==> src/rtl/pbfe_pkg.sv <==
// ----------------------------------------------------------------------------
// pbfe_pkg
// Shared constants, codes and types of the palette blend/fade engine.
// ----------------------------------------------------------------------------
package pbfe_pkg;

    // Palette geometry
    localparam int PAL_ENTRIES = 256;
    localparam int ADDR_W      = $clog2(PAL_ENTRIES);
    localparam int IDX_W       = ADDR_W + 1;
    localparam int RGB_W       = 24;
    localparam int CH_W        = 8;

    // Interpolation
    localparam logic [6:0]  PCT_FULL  = 7'd100;
    localparam int          NUM_W     = 16;
    localparam int          PROD_W    = CH_W + NUM_W;

    // Action codes
    localparam logic [2:0] ACT_WRITE = 3'd0;
    localparam logic [2:0] ACT_READ  = 3'd1;
    localparam logic [2:0] ACT_FILL  = 3'd2;
    localparam logic [2:0] ACT_BLEND = 3'd3;
    localparam logic [2:0] ACT_SNAP  = 3'd4;
    localparam logic [2:0] ACT_FADE  = 3'd5;

    // Status of the interpolation unit
    typedef struct packed {
        logic busy;
        logic done;
    } lerp_stat_t;

endpackage

==> src/rtl/pbfe_lerp_unit.sv <==
// ----------------------------------------------------------------------------
// pbfe_lerp_unit
// One channel: cur + (tgt - cur) * num / den, truncated toward zero.
// A multiply step, then eight restoring divide steps (quotient < 256).
// ----------------------------------------------------------------------------
module pbfe_lerp_unit (
    input  logic                          clk,
    input  logic                          rst_n,
    input  logic                          start,
    input  logic [pbfe_pkg::CH_W-1:0]     cur,
    input  logic [pbfe_pkg::CH_W-1:0]     tgt,
    input  logic [pbfe_pkg::NUM_W-1:0]    num,
    input  logic [pbfe_pkg::NUM_W-1:0]    den,
    output pbfe_pkg::lerp_stat_t          stat,
    output logic [pbfe_pkg::CH_W-1:0]     result
);
    import pbfe_pkg::*;

    typedef enum logic [2:0] {
        L_IDLE = 3'b001,
        L_MUL  = 3'b010,
        L_DIV  = 3'b100
    } lerp_state_t;

    lerp_state_t          state_reg, state_next;
    logic                 neg_reg, neg_next;
    logic [CH_W-1:0]      mag_reg, mag_next;
    logic [CH_W-1:0]      cur_reg, cur_next;
    logic [NUM_W-1:0]     num_reg, num_next;
    logic [NUM_W-1:0]     den_reg, den_next;
    logic [PROD_W-1:0]    rem_reg, rem_next;
    logic [CH_W-1:0]      q_reg, q_next;
    logic [2:0]           step_reg, step_next;
    logic                 done_reg, done_next;
    logic [CH_W-1:0]      result_reg, result_next;
    logic [PROD_W-1:0]    dsh;

    assign dsh = PROD_W'(den_reg) << step_reg;

    // sequencer and datapath
    always_comb
    begin
        state_next  = state_reg;
        neg_next    = neg_reg;
        mag_next    = mag_reg;
        cur_next    = cur_reg;
        num_next    = num_reg;
        den_next    = den_reg;
        rem_next    = rem_reg;
        q_next      = q_reg;
        step_next   = step_reg;
        done_next   = 1'b0;
        result_next = result_reg;
        unique case (state_reg)
            L_IDLE:
            begin
                if (start)
                begin
                    neg_next   = (tgt < cur);
                    mag_next   = (tgt < cur) ? (cur - tgt) : (tgt - cur);
                    cur_next   = cur;
                    num_next   = num;
                    den_next   = den;
                    state_next = L_MUL;
                end
            end
            L_MUL:
            begin
                rem_next   = PROD_W'(mag_reg) * PROD_W'(num_reg);
                q_next     = '0;
                step_next  = 3'd7;
                state_next = L_DIV;
            end
            L_DIV:
            begin
                if (rem_reg >= dsh)
                begin
                    rem_next         = rem_reg - dsh;
                    q_next[step_reg] = 1'b1;
                end
                if (step_reg == 3'd0)
                begin
                    result_next = neg_reg ? (cur_reg - q_next) : (cur_reg + q_next);
                    done_next   = 1'b1;
                    state_next  = L_IDLE;
                end
                else
                begin
                    step_next = step_reg - 3'd1;
                end
            end
            default:
            begin
                state_next = L_IDLE;
            end
        endcase
    end

    always_ff @(posedge clk or negedge rst_n)
    begin
        if (!rst_n)
        begin
            state_reg <= L_IDLE;
            done_reg  <= 1'b0;
        end
        else
        begin
            state_reg <= state_next;
            done_reg  <= done_next;
        end
    end

    always_ff @(posedge clk)
    begin
        neg_reg    <= neg_next;
        mag_reg    <= mag_next;
        cur_reg    <= cur_next;
        num_reg    <= num_next;
        den_reg    <= den_next;
        rem_reg    <= rem_next;
        q_reg      <= q_next;
        step_reg   <= step_next;
        result_reg <= result_next;
    end

    assign stat.busy = (state_reg != L_IDLE);
    assign stat.done = done_reg;
    assign result    = result_reg;

endmodule

==> config.mk <==
export PLATFORM = sky130hd
export DESIGN_NAME = pbfe_lerp_unit
export DESIGN_NICKNAME = d
export VERILOG_FILES = /design/src/rtl/pbfe_pkg.sv /design/src/rtl/pbfe_lerp_unit.sv
export SDC_FILE = /design/constraint.sdc
export NUM_CORES = 1
export LEC_CHECK = 0
export ABC_CLOCK_PERIOD_IN_PS = 4700
export BUFFER_PORTS_ARGS = -buffer_cell sky130_fd_sc_hd__buf_2
export CORE_UTILIZATION = 57
export DETAILED_ROUTE_END_ITERATION = 6
export PLACE_DENSITY = 0.8
export SLEW_MARGIN = 20
export SYNTH_ARGS = -nofsm -noshare
export SYNTH_HDL_FRONTEND = slang
export SYNTH_SLANG_ARGS = --single-unit
==> constraint.sdc <==
create_clock -name clk -period 4.7 [get_ports clk]
set_input_delay 0.47 -clock clk [delete_from_list [all_inputs] [get_ports clk]]
set_output_delay 0.47 -clock clk [all_outputs]
set_load 0.1 [all_outputs]
==> results.py <==
metrics = {
    "status": {
        "status": "finished with violations",
        "violations": "setup timing",
    },
    "cells_and_area": {
        "syn2layout_area_growth_pct": 27.9,
        "finalNetCount": 1495,
        "drive_above_1_share_pct": 29.7,
        "final_common_cell": "buf_4",
        "layout_common_cells": "buf_4, inv_1, edfxtp_1",
        "final_cells": 1494,
        "antennaDiodeCount": 0,
        "utilization_pct": 74.6,
        "largest_reg_flops": 24,
        "fillerInstances": 1039,
    },
    "placed_design": {
        "placed_cells": 1436,
        "place_ws_ns": -0.422,
        "hpwl_mm": 17.9,
        "gp_congestion": 0.906,
        "portBuffers": 60,
    },
    "grt": {
        "track_usage_pct": 28.8,
        "overflow": 0,
        "antenna_found_initial": 0,
        "grt_pass1_wl_mm": 41.1,
        "grt_max_degree": 51,
        "grt_pass1_vias": 8873,
    },
    "sta": {
        "fin_crit_sh_pct": 109,
        "worst_slack_ns": -0.426,
        "worst_slew_pin_slew_ns": 0.953,
        "drv_slew": 0,
        "slew_headroom_pct": 36.4,
        "finalClockSkew_ns": 0.0131,
        "rsz0062_at_grt": "yes",
        "whs_ns": 0.280,
        "finalHoldViolCount": 0,
        "fmax_mhz": 195,
        "period_needed_ns": 5.13,
        "finalSetupViolations": 15,
    },
    "logic_synthesis": {
        "synth_area_leader_cell": "edfxtp_1",
        "synth_top_family_by_area": "adder cells",
        "synth_edf_count": 92,
        "synth.ff_latch_count": 96,
        "netlist_area_um2": 10100,
        "synth_compound_area_share_pct": 12.5,
        "syn_nets": 1272,
        "muxShareOfSynthArea_pct": 3.47,
        "yosys.area_share.xor_xnor_pct": 4.96,
        "yosys_warnings": 0,
        "ys.flop_type": "edfxtp_1",
        "synth_cell_types": 67,
        "synthAdderAreaFrac_pct": 29.0,
        "syn_avg_cell_area_um2": 9.66,
        "yosysTopAreaCellShare_pct": 27.5,
        "synth-simple-area-share_pct": 14.6,
        "synthCells": 1041,
        "yosys-top-cells-area": "edfxtp_1, fa_1, ha_1",
        "seq_area_frac_synth_pct": 28.5,
        "async_flop_share_pct": 4.17,
    },
    "floorplan": {
        "fp.dieW_um": 135,
        "die_h_um": 135,
        "ios": 61,
        "core_area_um2": 17200,
        "fp-row-count": 48,
        "start_util_pct": 58.3,
        "die-area_um2": 18200,
    },
    "drt": {
        "drc": 0,
        "vias_per_cell": 5.72,
        "vias": 8546,
        "drt_pass1_iterations": 6,
        "drt_iter0_drc": 558,
        "ant_nets": 0,
        "wirelength_mm": 26.3,
        "wl_per_cell_um": 17.6,
    },
    "setup_path": {
        "cp_data_required_time_ns": 4.79,
        "arrival_ns": 5.21,
        "end_kind": "register",
        "cp_max_fo": 8,
        "worst_r2r_path_depth": 19,
        "worst-setup-path-type": "register to register",
        "startpoint_type": "register",
    },
    "hold_path": {
        "hold_path_depth": 1,
        "hold_class": "input port to register",
    },
    "clocking": {
        "cts_sinks": 96,
        "insertion_delay_ns": 0.36,
        "cts_max_path_buffers": 2,
        "clkTransAtPathRegs_ns": 0.08,
        "cts_tree": "yes",
        "htree_levels": 3,
        "cts_buffers": 9,
        "clockRootBuffer": "clkbuf_16",
    },
    "flow_run": {
        "drv_cap": 0,
    },
}
==> stage by stage <==
step	cell area, um^2	TNS (ns)
global placement	11700	-1.84
detailed placement	11700	-3.01
floorplan	10200	-0.519
global route	12900	-6.88
CTS	12500	-2.00
finish	12900	-3.40
==> cell type report <==
type | instances | area (um^2) | share of cell area, %
Clock buffer | 9 | 225 | 1.75
Clock inverter | 7 | 87.6 | 0.681
Inverter | 151 | 567 | 4.41
Multi-Input combinational cell | 763 | 7080 | 55.0
Sequential cell | 96 | 2860 | 22.3
Tap cell | 225 | 282 | 2.19
Timing Repair Buffer | 243 | 1760 | 13.7
==> timing repair <==
action	CTS	global route
resized for setup	61	65
setup endpoints to repair	15	19
hold buffers	1	0
buffers inserted	28	18
cloned	0	2
pin swaps	51	49
endpoints found under the hold margin	3	0
==> path summary, 6_finish.rpt <==
kind	from	end	slack [ns]
max in group asynchronous	rst_n	state_reg[0]	4.06
worst min register to register	state_reg[0]	state_reg[1]	0.58
worst min-delay path	den[0]	den_reg[0]	0.28
worst max register to register	mag_reg[2]	rem_reg[21]	-0.43
min in group asynchronous	rst_n	done_reg	0.44
worst max-delay path	mag_reg[2]	rem_reg[21]	-0.43
==> critical path: stages, from the launching register on <==
cell and delay (ns):
edfxtp_1 0.54, nand2_2 0.10, fa_1 0.58, inv_2 0.05
fa_1 0.55, inv_1 0.06, fa_1 0.44, fa_1 0.51
inv_2 0.05, ha_4 0.23, a21o_1 0.18, or3_1 0.30
a211o_1 0.27, o32ai_4 0.13, o31ai_2 0.11, o31a_1 0.28
buf_4 0.14, xor2_1 0.14, nand2_1 0.08, o21ai_1 0.07
==> cell usage after synthesis, drive strengths merged (6+ instances only) <==
cell,count
ha,92
mux2i,27
a211oi,7
nor2b,13
nand2b,7
nor2,59
clkbuf,20
and2,83
nor3,8
nand4,6
fa,88
a21oi,62
o21ai,42
a31oi,13
inv,151
xnor2,29
o31a,6
o21a,7
nand2,92
nand3,9
buf,11
and3,8
xor2,28
edfxtp,92
mux2,7
a21o,12
==> logic make-up after synthesis <==
logic type,count (synthesis)
AND/OR/NAND/NOR,297
AO/OA/AOI/OAI,195
buffers and inverters,182
XOR/XNOR,57
flip-flops,96
adder cells (fa/ha/maj),180
multiplexers,34
==> routing by layer <==
layer	track usage (%)	share of wire [%]
met5	0	0
met4	10.2	2.1
met3	3.53	4.6
met2	53.5	54
met1	34.2	39
Power is not shown: default switching activity piles up to over one toggle a cycle in this logic, so the estimate is an artifact.
